File: src/hw/rtl/wtlru_pkg.sv
// Shared types and constants for the write-through LRU block cache tag engine.
package wtlru_pkg;

  // Width of the device size register.
  localparam int unsigned BLOCKS_W    = 49;
  // Width of a slot's recency stamp and of the access clock.
  localparam int unsigned STAMP_W     = 64;
  // Width of the slot field of a result.
  localparam int unsigned SLOT_W      = 6;
  // Number of entries in the queue between front and back.
  localparam int unsigned QUEUE_DEPTH = 2;
  localparam int unsigned QPTR_W      = $clog2(QUEUE_DEPTH);
  localparam int unsigned QCNT_W      = $clog2(QUEUE_DEPTH + 1);

  typedef enum logic [1:0] {
    ST_OK      = 2'd0,
    ST_INVALID = 2'd1,
    ST_DEV_ERR = 2'd2
  } status_e;

  typedef enum logic [1:0] {
    BK_IDLE,
    BK_SCAN,
    BK_LAST,
    BK_UPDATE
  } back_state_e;

  // Classification of one accepted access, made by the front.
  typedef struct packed {
    logic is_write;
    logic failed;
    logic invalid;
  } item_ctrl_t;

  localparam int unsigned CTRL_W = $bits(item_ctrl_t);

  // One result beat, produced by the back.
  typedef struct packed {
    status_e             status;
    logic                hit;
    logic [SLOT_W-1:0]   slot;
    logic                dev_read;
    logic                dev_write;
  } result_t;

endpackage

File: src/hw/rtl/wtlru_front.sv
// Front end: accepts access beats, holds the device size and flags invalid addresses.
module wtlru_front #(
  parameter int unsigned ADDRESS_BITS = 48
) (
  input  logic                           clk_i,
  input  logic                           rst_ni,
  input  logic                           start_i,
  output logic                           busy_o,
  input  logic                           action_i,
  input  logic [ADDRESS_BITS-1:0]        block_address_i,
  input  logic                           device_failed_i,
  input  logic                           dev_blocks_we_i,
  input  logic [wtlru_pkg::BLOCKS_W-1:0] dev_blocks_i,
  input  logic                           full_i,
  output logic                           push_o,
  output wtlru_pkg::item_ctrl_t          ctrl_o,
  output logic [ADDRESS_BITS-1:0]        addr_o
);
  import wtlru_pkg::*;

  localparam int unsigned CMP_W = (ADDRESS_BITS > BLOCKS_W) ? ADDRESS_BITS : BLOCKS_W;

  logic [BLOCKS_W-1:0] dev_blocks_q;
  logic [CMP_W-1:0]    addr_ext;
  logic [CMP_W-1:0]    blocks_ext;

  // Device size register, one block after reset.
  always_ff @(posedge clk_i or negedge rst_ni) begin
    if (!rst_ni) begin
      dev_blocks_q <= BLOCKS_W'(1);
    end else if (dev_blocks_we_i) begin
      dev_blocks_q <= dev_blocks_i;
    end
  end

  // A beat is taken whenever the queue has room.
  assign busy_o = full_i;
  assign push_o = start_i && !full_i;

  // Address range check against the device size.
  assign addr_ext   = CMP_W'(block_address_i);
  assign blocks_ext = CMP_W'(dev_blocks_q);

  always_comb begin
    ctrl_o.is_write = action_i;
    ctrl_o.failed   = device_failed_i;
    ctrl_o.invalid  = (addr_ext >= blocks_ext);
  end

  assign addr_o = block_address_i;

endmodule

File: config.mk
export PLATFORM = sky130hd
export DESIGN_NAME = wtlru_front
export DESIGN_NICKNAME = d
export VERILOG_FILES = /design/src/hw/rtl/wtlru_pkg.sv /design/src/hw/rtl/wtlru_front.sv
export SDC_FILE = /design/constraint.sdc
export NUM_CORES = 1
export LEC_CHECK = 0
export BUFFER_PORTS_ARGS = -buffer_cell sky130_fd_sc_hd__buf_4
export CAP_MARGIN = 40
export CORE_MARGIN = 2
export CORE_UTILIZATION = 44
export DETAILED_ROUTE_END_ITERATION = 8
export PLACE_DENSITY = 0.86
export SLEW_MARGIN = 5
export SYNTH_ARGS = -nofsm -noshare
export SYNTH_HDL_FRONTEND = slang
export SYNTH_SLANG_ARGS = --single-unit
File: constraint.sdc
create_clock -name clk_i -period 2.05 [get_ports clk_i]
set_input_delay 0.205 -clock clk_i [delete_from_list [all_inputs] [get_ports clk_i]]
set_output_delay 0.205 -clock clk_i [all_outputs]
set_load 0.01 [all_outputs]
==> flow_summary.ini <==
[yosys]
ys_ff_latch = 49
seq_area_frac_synth = 0.369
ys_types = 32
syn_inst = 375
synth_area_mm2 = 0.00332
syn_avg_cell_area_um2 = 8.87
yosys_warnings = 0
synth_nets = 527
async_reset_ff_frac = 1.00
synth_edf_count = 0
synth_flop_cell = dfrtp_1

[sta]
holdWs_ns = 0.116
fmax_mhz = 448
layout_min_cycle_time_ns = 2.23
post-route-period-util = 1.09
hold_viol_final = 0
setup_viol = 1
setup_ws_ns = -0.182
clock_skew_ns = 0
drv_slew = 0
worstMarginPinSlew_ns = 0.636
rsz0062_at_grt = yes
slew_headroom = 0.576

[floorplan]
core_region_area_mm2 = 0.00729
io_pins = 157
die_w_um = 90.9
initial_utilization = 0.456
dieArea_mm2 = 0.00827
rows = 31
die_h_um = 90.9

[power_and_ir_drop]
leakage_nw = 2.31
ir_drop_uv = 298
power.density_mw_per_mm2 = 580

[clock_network]
cts_made_buffers = 5
clockRootBuffer = clkbuf_8
clkSlewWorstSetupHoldPaths_ns = 0.09
cts_sinks = 49
clock_latency_ns = 0.28
tritoncts = built
htreeDepth = 2
clockBufferDepth = 2
cts_setup_buffers = 0

[worst_setup_path]
critical_path.top_delay_family = compound AO/OA/AOI/OAI gates
r2r_slack_ns = 1.29
slowest_delay_ns = 0.37
arrival_ns = 2.03
r2r_start = blocks_ext[48]$_DFFE_PN0P_
critPathBufInv = 2
crit_fanout = 2
cp-end-kind = output pin
r2r_cells = 1
r2r_end = blocks_ext[48]$_DFFE_PN0P_
worstSetupPathDepth = 8
cp-endpoint = ctrl_o[0]
critPathSlowestCell = dfrtp_1
startpoint = blocks_ext[26]$_DFFE_PN0P_
crit_type = reg2out
critPathRequiredTime_ns = 1.85
crit_path_start_kind = flip-flop
crit_path_cell_trace = inv_1 > ha_1 > a21oi_1 > o21ai_1 > a22o_1 > o41ai_2 > o211ai_1 > buf_4

[min_path]
hp-class = in2reg

[place]
place_hpwl_mm = 6.05
routabilityCongestion = 0.756
numPortBuffers = 152
pre_cts_ws_ns = 0.0827

[grt]
overflow = 0
grt_max_degree = 66
grt_pass1_wl_mm = 12.4
grt_usage = 0.182
grt_pass1_vias = 2822
antenna_found_initial = 0

[drt]
dr.pass1.iters = 4
via_per_inst = 4.80
via_count = 2767
drt_wl_total_mm = 7.46
post_drt_wl_per_cell_um = 13.0
ant_nets = 0
drt_iter0_drc = 99
drc = 0

[layout]
finalNetCount = 628
mostFrequentLayoutCell = buf_4
antenna_cells = 0
final_cell_mix = 154 x buf_4, 55 x nand2_1, 50 x inv_1
largest_register_ff_count = 49
fillers = 672
drive_gt1_frac = 0.369
syn_to_final_growth_pct = 31.1
final_core_util = 0.598

[outcome]
failed_checks = negative setup slack
outcome = complete, but fails checks

[job]
maxCapViolations = 0
==> stage by stage <==
stage	setup TNS [ns]	total power [mW]	area (µm²)	instances
floorplan	0	1.53	3320	375
global placement	0	1.79	4180	567
detailed placement	0	1.82	4180	567
CTS	-0.202	2.56	4360	576
global route	-0.325	2.69	4360	576
finish	-0.182	2.53	4360	576
==> tightest hold or removal path, stage by stage <==
cell     delay [ns]
buf_4          0.08
nand2_1        0.04
o21ai_0        0.06
==> synth_stat cells, types with 2 or more instances <==
cell type / instances / share of area
a21o_1: 6 / 0.014
nand3_1: 4 / 0.0060
ha_1: 48 / 0.18
buf_2: 5 / 0.0075
nand2_1: 55 / 0.062
buf_4: 51 / 0.12
o21a_1: 4 / 0.0090
nand4_1: 8 / 0.015
mux2_2: 2 / 0.0068
clkbuf_1: 5 / 0.0056
o21ai_0: 47 / 0.071
nor3_1: 2 / 0.0030
inv_1: 51 / 0.058
dfrtp_1: 48 / 0.36
a21oi_1: 20 / 0.030
nor2_1: 2 / 0.0023
o211ai_1: 2 / 0.0045
==> metal layers <==
metal	routed length, µm	track usage	vias to the layer above
met5	0	0	-
met4	59	0.0455	0
met3	436	0.0342	6
met2	3930	0.337	84
met1	3040	0.216	1276
li1	-	-	1401
==> where the power goes <==
| group | internal [mW] | switching (mW) |
|---|---|---|
| logic | 0.376 | 0.370 |
| clock network | 0.398 | 0.306 |
| registers | 1.05 | 0.0238 |
==> cell families (layout without fill, tap and decap cells) <==
kind of cell,after synthesis,in the layout,share of synthesized area
adders and majority gates,48,48,0.181
muxes,2,2,0.00677
AOI/OAI and AO/OA,89,89,0.158
and+or+nand+nor,75,75,0.0997
buffers and inverters,112,214,0.186
DFF,49,49,0.369
==> layout make-up <==
| class | count | area (µm²) | area share |
|---|---|---|---|
| clock buffer | 7 | 86.3 | 0.0198 |
| clock inverter | 1 | 30.0 | 0.00689 |
| inverter | 51 | 191 | 0.0439 |
| tap | 99 | 124 | 0.0284 |
| multi-input combinational | 214 | 1530 | 0.352 |
| sequential | 49 | 1230 | 0.282 |
| timing repair buffer | 155 | 1170 | 0.268 |
==> how the worst min path moves through the flow <==
stage	start	end	cells after the start
floorplan	rst_ni	blocks_ext[10]$_DFFE_PN0P_	0
global placement	rst_ni	blocks_ext[43]$_DFFE_PN0P_	1
detailed placement	rst_ni	blocks_ext[43]$_DFFE_PN0P_	1
CTS	dev_blocks_i[35]	blocks_ext[35]$_DFFE_PN0P_	3
global route	dev_blocks_i[33]	blocks_ext[33]$_DFFE_PN0P_	3
finish	dev_blocks_i[35]	blocks_ext[35]$_DFFE_PN0P_	3
==> timing repair <==
action / 4_1_cts / 5_1_grt
endpoints found under the hold margin: 48 / 0
pin swaps: 5 / 0
hold buffers: 1 / 0
endpoints found under the setup margin: 1 / 1
resized for setup: 8 / 0
(Power assumes the default switching activity.)
