File: src/hw/rtl/wtlru_pkg.sv
// Shared types and constants for the write-through LRU block cache tag engine.
package wtlru_pkg;

  // Width of the device size register.
  localparam int unsigned BLOCKS_W    = 49;
  // Width of a slot's recency stamp and of the access clock.
  localparam int unsigned STAMP_W     = 64;
  // Width of the slot field of a result.
  localparam int unsigned SLOT_W      = 6;
  // Number of entries in the queue between front and back.
  localparam int unsigned QUEUE_DEPTH = 2;
  localparam int unsigned QPTR_W      = $clog2(QUEUE_DEPTH);
  localparam int unsigned QCNT_W      = $clog2(QUEUE_DEPTH + 1);

  typedef enum logic [1:0] {
    ST_OK      = 2'd0,
    ST_INVALID = 2'd1,
    ST_DEV_ERR = 2'd2
  } status_e;

  typedef enum logic [1:0] {
    BK_IDLE,
    BK_SCAN,
    BK_LAST,
    BK_UPDATE
  } back_state_e;

  // Classification of one accepted access, made by the front.
  typedef struct packed {
    logic is_write;
    logic failed;
    logic invalid;
  } item_ctrl_t;

  localparam int unsigned CTRL_W = $bits(item_ctrl_t);

  // One result beat, produced by the back.
  typedef struct packed {
    status_e             status;
    logic                hit;
    logic [SLOT_W-1:0]   slot;
    logic                dev_read;
    logic                dev_write;
  } result_t;

endpackage

File: src/hw/rtl/wtlru_queue.sv
// Short queue that decouples the accepting front from the scanning back.
module wtlru_queue #(
  parameter int unsigned DATA_W = 8
) (
  input  logic              clk_i,
  input  logic              rst_ni,
  input  logic              push_i,
  input  logic [DATA_W-1:0] data_i,
  input  logic              pop_i,
  output logic [DATA_W-1:0] data_o,
  output logic              empty_o,
  output logic              full_o
);
  import wtlru_pkg::*;

  logic [DATA_W-1:0] mem_q [QUEUE_DEPTH];
  logic [QPTR_W-1:0] wr_ptr_q, wr_ptr_d;
  logic [QPTR_W-1:0] rd_ptr_q, rd_ptr_d;
  logic [QCNT_W-1:0] cnt_q, cnt_d;

  localparam logic [QPTR_W-1:0] LAST_PTR = QPTR_W'(QUEUE_DEPTH - 1);
  localparam logic [QCNT_W-1:0] FULL_CNT = QCNT_W'(QUEUE_DEPTH);

  assign empty_o = (cnt_q == '0);
  assign full_o  = (cnt_q == FULL_CNT);
  assign data_o  = mem_q[rd_ptr_q];

  // Pointer and fill count updates.
  always_comb begin
    wr_ptr_d = wr_ptr_q;
    rd_ptr_d = rd_ptr_q;
    cnt_d    = cnt_q;
    if (push_i) begin
      wr_ptr_d = (wr_ptr_q == LAST_PTR) ? '0 : wr_ptr_q + 1'b1;
    end
    if (pop_i) begin
      rd_ptr_d = (rd_ptr_q == LAST_PTR) ? '0 : rd_ptr_q + 1'b1;
    end
    if (push_i && !pop_i) begin
      cnt_d = cnt_q + 1'b1;
    end else if (pop_i && !push_i) begin
      cnt_d = cnt_q - 1'b1;
    end
  end

  always_ff @(posedge clk_i or negedge rst_ni) begin
    if (!rst_ni) begin
      wr_ptr_q <= '0;
      rd_ptr_q <= '0;
      cnt_q    <= '0;
    end else begin
      wr_ptr_q <= wr_ptr_d;
      rd_ptr_q <= rd_ptr_d;
      cnt_q    <= cnt_d;
    end
  end

  // Entry storage needs no reset.
  always_ff @(posedge clk_i) begin
    if (push_i) begin
      mem_q[wr_ptr_q] <= data_i;
    end
  end

endmodule

File: config.mk
export PLATFORM = sky130hd
export DESIGN_NAME = wtlru_queue
export DESIGN_NICKNAME = d
export VERILOG_FILES = /design/src/hw/rtl/wtlru_pkg.sv /design/src/hw/rtl/wtlru_queue.sv
export SDC_FILE = /design/constraint.sdc
export NUM_CORES = 1
export LEC_CHECK = 0
export BUFFER_PORTS_ARGS = -buffer_cell sky130_fd_sc_hd__buf_2
export CAP_MARGIN = 0
export CORE_UTILIZATION = 48
export DETAILED_ROUTE_END_ITERATION = 10
export PLACE_DENSITY = 0.75
export SYNTH_ARGS = -nofsm -noshare
export SYNTH_HDL_FRONTEND = slang
export SYNTH_SLANG_ARGS = --single-unit
File: constraint.sdc
create_clock -name clk_i -period 1.65 [get_ports clk_i]
set_clock_uncertainty 0.05 [all_clocks]
set_input_delay 0.2475 -clock clk_i [delete_from_list [all_inputs] [get_ports clk_i]]
set_output_delay 0.2475 -clock clk_i [all_outputs]
set_load 0.005 [all_outputs]
==> out/metrics.cfg, run 1 <==
[sta]
slew_headroom=0.739
tns_ns=0
maxSlewViolCount=0
setup_viol=0
period_share=0.961
tightestPinTransition_ns=0.392
hold_viol=0
whs_ns=0.0892
grt_setup_unrepaired=false
fin_crit_ns=1.59
fmax_mhz=631

[power]
total_power_mw=1.43
pwr-share-comb=0.264
peakVddDrop_v=0.000666
leakagePower_nw=0.390
p_seq_frac=0.545
intPower_mw=1.05
switching_share=0.266
p_clk_frac=0.191
p_per_area_mw_per_mm2=1520
p_switching_uw=381

[drt]
num_vias=413
antenna_left=0
via_per_inst=4.98
wl_per_cell_um=12.6
drt-initial-drc-count=7
drc_errors=0
drt_first_pass_iters=4
drt_wl_total_mm=1.05

[cts]
cts.clk_slew.worst_paths_ns=0.11
clk_path_buf_depth=2
clk_latency_ns=0.29
numCtsBuffers=3
clockRootBuffer=clkbuf_4
post_cts_buffers=0
cts_tree=built
clock-sinks=20
htreeDepth=1

[synthesis]
netlist_instances=41
synth_top_area_share=0.623
yosys.area.top_type=edfxtp_1
async_reset_ff_frac=0.200
synth_nets=54
yosysUniqueCellTypes=12
syn_area_per_cell_sq_um=18.8
yosysMostFrequentCell=edfxtp_1
ys.flop_type=edfxtp_1
synth_commonest_cells=edfxtp_1, mux2_2, dfrtp_1, xor2_1, nor2_1
yosysSeqAreaShare=0.753
synth_area_leaders=edfxtp_1, dfrtp_1, mux2_2
synth_edf_count=16
ys_ff_latch=20
syn_area_sq_um=771
ys_warn_count=0

[min_path]
hold_path_class=input port to flop
whs_path_depth=1

[setup_path]
critPathRequiredTime_ns=1.35
path_depth=2
critPathKind=flop to output pin
cp_top_family=flip-flops
crit_buf_inv=1
timing.critical_path.fanout_max=9
crit_chain=mux2_2, buf_2
startpoint_type=flop
r2r_cells=2
max_stage_delay_ns=0.50
cpMaxStageDelayCell=dfrtp_2
critical_path_arrival_ns=1.29
crit_path_end_kind=output pin

[grt]
met3_usage=0.0647
antenna_found_initial=0
met1_usage=0.166
globalRouteTotalUtil=0.136
grt_max_degree=12
grt.overflow.total=0
busiest_layer=met2
grt_pass1_vias=380
grtUsageMet2=0.209
grt_pass1_wl_mm=1.65

[place]
dp_cells=78
place_area_sq_um=892
dp_hpwl_um=772
place_congestion=0.614
port_buffers=21

[floorplanning]
coreArea_sq_mm=0.00151
die_area_sq_mm=0.00177
initial_core_util=0.512
die_h_um=42.1
io-pin-count=22
row_count=14
die_width_um=42.1

[cells_and_area]
finalNonFillerCells=83
diodes=0
regArea_sq_um=582
nFillCells=121
fin_nets=81
area_growth_pct=21.9
design_area_sq_um=940
multi_input_area_sq_um=175
drive_gt1_frac=0.537

[status]
status=completed

[flow_run]
drv_cap=0

[power by group through the flow]
stage	Sequential, mW	Combinational, mW	Clock (mW)
after global routing	0.795	0.407	0.308
after floorplan	0.741	0.286	0
after detailed placement	0.792	0.380	0
final	0.780	0.378	0.273
after global placement	0.785	0.374	0
after CTS	0.785	0.384	0.280
[metal layers]
| metal | share of wire | up-vias | wire length, um |
|---|---|---|---|
| met5 | 0 | - | 0 |
| met4 | 0 | 0 | 0 |
| met3 | 0.051 | 0 | 54 |
| met2 | 0.51 | 12 | 533 |
| met1 | 0.44 | 198 | 461 |
| li1 | - | 203 | - |
[flip-flops by register name (all words and copies together), names as in the netlist]
signal,cells
mem_q,16
cnt_q,2
rd_ptr_q,1
wr_ptr_q,1
[placed cells by master, fill, tap and decap left out, types with 2 or more instances in the layout]
cell type,n
buf_2,21
clkbuf_4,3
dfrtp_1,3
edfxtp_1,16
mux2_2,8
nor2_1,2
xor2_1,4
[worst reg2reg max path, stage by stage (launching register included)]
cell	delay, ns
dfrtp_1	0.41
nor2b_1	0.24
buf_4	0.21
[cell type report]
class,instances,area share
clock buffer,4,0.0386
inverter,1,0.00399
multi-input combinational,19,0.186
sequential,20,0.619
tap,16,0.0213
timing repair buffer,23,0.130
[worst paths after layout]
| path | from | end | slack, ns |
|---|---|---|---|
| worst min-delay path | data_i[6] | mem_q[1][6] | 0.09 |
| worst max-delay path | rd_ptr_q | data_o[1] | 0.06 |
| min in group asynchronous | rst_ni | cnt_q[1] | 0.23 |
| worst max register to register | wr_ptr_q | mem_q[0][3] | 0.46 |
| worst min register to register | wr_ptr_q | wr_ptr_q | 0.44 |
| max in group asynchronous | rst_ni | rd_ptr_q | 1.19 |
[logic make-up (layout without fill, tap and decap cells)]
group	Yosys count	in the layout	share of synthesized area
multiplexers	8	8	0.117
flip-flops	20	20	0.753
XOR/XNOR	5	5	0.0568
AND/OR/NAND/NOR	5	5	0.0374
adder cells (fa/ha/maj)	1	1	0.0162
buffers and inverters	2	28	0.0195
[what timing repair did]
item / in CTS / in global routing
hold endpoints to repair: 4 / 0
resized for setup: 1 / 0
hold buffers: 1 / 0
setup endpoints to repair: 8 / 0
[per-stage QoR]
stage          utilization  setup slack, ns
3_3_place_gp         0.592            0.306
2_1_floorplan            -            0.438
6_report             0.624           0.0642
4_1_cts              0.624           0.0457
3_5_place_dp         0.592            0.302
5_1_grt              0.624           0.0141
Power figures use the tool's default switching activity.
==> inputs of run 2 (changes only) <==
--- a/config.mk
+++ b/config.mk
@@ -10,6 +10,7 @@
 export CORE_UTILIZATION = 48
 export DETAILED_ROUTE_END_ITERATION = 10
 export PLACE_DENSITY = 0.75
+export REMOVE_ABC_BUFFERS = 1
 export SYNTH_ARGS = -nofsm -noshare
 export SYNTH_HDL_FRONTEND = slang
 export SYNTH_SLANG_ARGS = --single-unit
==> run 2 against run 1 <==
Effect of this change:
- the flow now finishes with violations (DRC)
- count of clock-buffer cells in the layout did not move
- first-iteration DRC count fell by 43%
- sequential power up 0.8%
- hold slack improved by 0.0030 ns
- sequential share of layout area stayed put
- critical path depth unchanged
- worst setup slack better by 0.0043 ns
- maximum frequency up 0.27%
- non-clock buffer count did not move
- die area unchanged
- cell area is the same
==> out/metrics.cfg, run 2 (synthesized netlist as in run 1, its figures left out) <==
[place]
place_congestion=0.581  ; -5.4%
port_buffers=21  ; unchanged
dp_cells=78  ; unchanged
dp_hpwl_um=748  ; -3.1%

[sta]
setup_viol=0  ; unchanged
whs_ns=0.0923  ; +0.00303 ns
slew_headroom=0.753  ; +0.0139
hold_viol=0  ; unchanged
maxSlewViolCount=0  ; unchanged
tightestPinTransition_ns=0.371  ; -0.0208 ns
grt_setup_unrepaired=true
fin_crit_ns=1.58  ; -0.00435 ns
period_share=0.958  ; -0.00263
tns_ns=0  ; unchanged
fmax_mhz=632  ; +0.27%

[setup_path]
max_stage_delay_ns=0.51  ; about the same
startpoint_type=flop
crit_path_end_kind=output pin
crit_chain=mux2_2, buf_2
timing.critical_path.fanout_max=9  ; unchanged
cp-startpoint=rd_ptr_q
critPathKind=flop to output pin
rrSetupSlack_ns=0.53  ; +0.07 ns
r2r_cells=1  ; -1
critical_path_arrival_ns=1.28  ; about the same
cpMaxStageDelayCell=dfrtp_2
timing.rr.end=mem_q[1][0]
regToRegStartpoint=wr_ptr_q
critPathRequiredTime_ns=1.35  ; about the same

[cells_and_area]
drive_gt1_frac=0.537  ; unchanged
fin_nets=81  ; unchanged
finalNonFillerCells=83  ; unchanged
finish.utilization=0.624  ; unchanged
largest_reg_flops=16  ; unchanged
area_growth_pct=21.9  ; unchanged
largest_register=mem_q
mostFrequentLayoutCells=buf_2, edfxtp_1, mux2_2
mostFrequentLayoutCell=buf_2
reg_top3=mem_q: 16 flops, cnt_q: 2 flops
diodes=0  ; unchanged

[cts]
clock-sinks=20  ; unchanged
clk_path_buf_depth=2  ; unchanged
clk_latency_ns=0.29  ; about the same
cts.clk_slew.worst_paths_ns=0.10  ; about the same
cts_tree=built
clockRootBuffer=clkbuf_4
htreeDepth=1  ; unchanged
numCtsBuffers=3  ; unchanged

[status]
violations=DRC
status=finished with violations

[grt]
globalRouteTotalUtil=0.143  ; +0.00689
grt_pass1_wl_mm=1.74  ; +5.4%
antenna_found_initial=0  ; unchanged
grt.overflow.total=0  ; unchanged
grt_max_degree=12  ; unchanged
grt_pass1_vias=363  ; -4.5%

[drt]
wl_per_cell_um=12.8  ; +1.4%
via_per_inst=4.78  ; -3.9%
num_vias=397  ; -3.9%
antenna_left=0  ; unchanged
drt-initial-drc-count=4  ; -3
drt_wl_total_mm=1.06  ; +1.4%
drt_first_pass_iters=7  ; +3
drc_errors=1  ; +1

[power]
peakVddDrop_v=0.000829  ; +24%
intPower_mw=1.05  ; about the same
leakagePower_nw=0.390  ; unchanged
p_per_area_mw_per_mm2=1520  ; -0.17%
p_switching_uw=378  ; -0.70%
switching_share=0.265  ; -0.00140
p_seq_frac=0.550  ; +0.005
p_clk_frac=0.188  ; -0.003
pwr-share-comb=0.263  ; about the same

[floorplanning]
die_area_sq_mm=0.00177  ; unchanged
io-pin-count=22  ; unchanged
row_count=14  ; unchanged
initial_core_util=0.512  ; unchanged
die_width_um=42.1  ; unchanged
coreArea_sq_mm=0.00151  ; unchanged
die_h_um=42.1  ; unchanged

[min_path]
min_from=data_i[0]
hold_path_class=input port to flop
whs_path_depth=1  ; unchanged
hold-path-endpoint=mem_q[1][0]

[flow_run]
drv_cap=0  ; unchanged

==> run 2: cell counts in the layout (fill, tap and decap cells not counted) <==
No cell type changed its count.
==> run 2: per-stage QoR <==
stage / area, sq um / power, mW / setup WS (ns)
finish: 940 / 1.43 / 0.0685
global route: 940 / 1.53 / -0.0110
CTS: 940 / 1.45 / 0.0370
floorplan: 759 / 0.998 / 0.438
detailed placement: 892 / 1.17 / 0.273
global placement: 892 / 1.16 / 0.297
==> run 2: critical path: cells and delay by family (launching register included) <==
family	cells	cell delay, ns
mux	1	0.36
buf+inv	1	0.13
flops	1	0.51
==> run 2: final cells by class <==
cell class                      instances  area (sq um)
Clock buffer                            4          36.3
Inverter                                1          3.75
Multi-Input combinational cell         19           175
Fill cell                             124           567
Sequential cell                        20           582
Tap cell                               16          20.0
Timing Repair Buffer                   23           123
==> run 2: layer usage <==
metal | vias to the layer above | global-route usage | wire [um]
li1 | 202 | - | -
met1 | 183 | 0.177 | 511
met2 | 12 | 0.213 | 505
met3 | 0 | 0.0647 | 47
met4 | 0 | 0.0750 | 0
met5 | - | 0 | 0
==> run 2: how the worst max path moves through the flow <==
stage / endpoint / slack (ns)
after CTS: data_o[2] / 0.04
after global routing: data_o[4] / -0.01
after floorplan: mem_q[0][0] / 0.44
after global placement: data_o[6] / 0.30
final: data_o[2] / 0.07
after detailed placement: data_o[4] / 0.27
==> run 2: power by group through the flow <==
stage / sequential, mW / clock [mW] / combinational [mW]
final: 0.786 / 0.268 / 0.376
after CTS: 0.788 / 0.281 / 0.385
after floorplan: 0.767 / 0 / 0.231
after detailed placement: 0.793 / 0 / 0.382
after global routing: 0.800 / 0.308 / 0.423
after global placement: 0.787 / 0 / 0.371
==> run 2: what timing repair did <==
item	in CTS	in global routing
resized for setup	1	0
buffers inserted	0	0
hold buffers	1	0
endpoints found under the hold margin	4	0
endpoints found under the setup margin	8	4
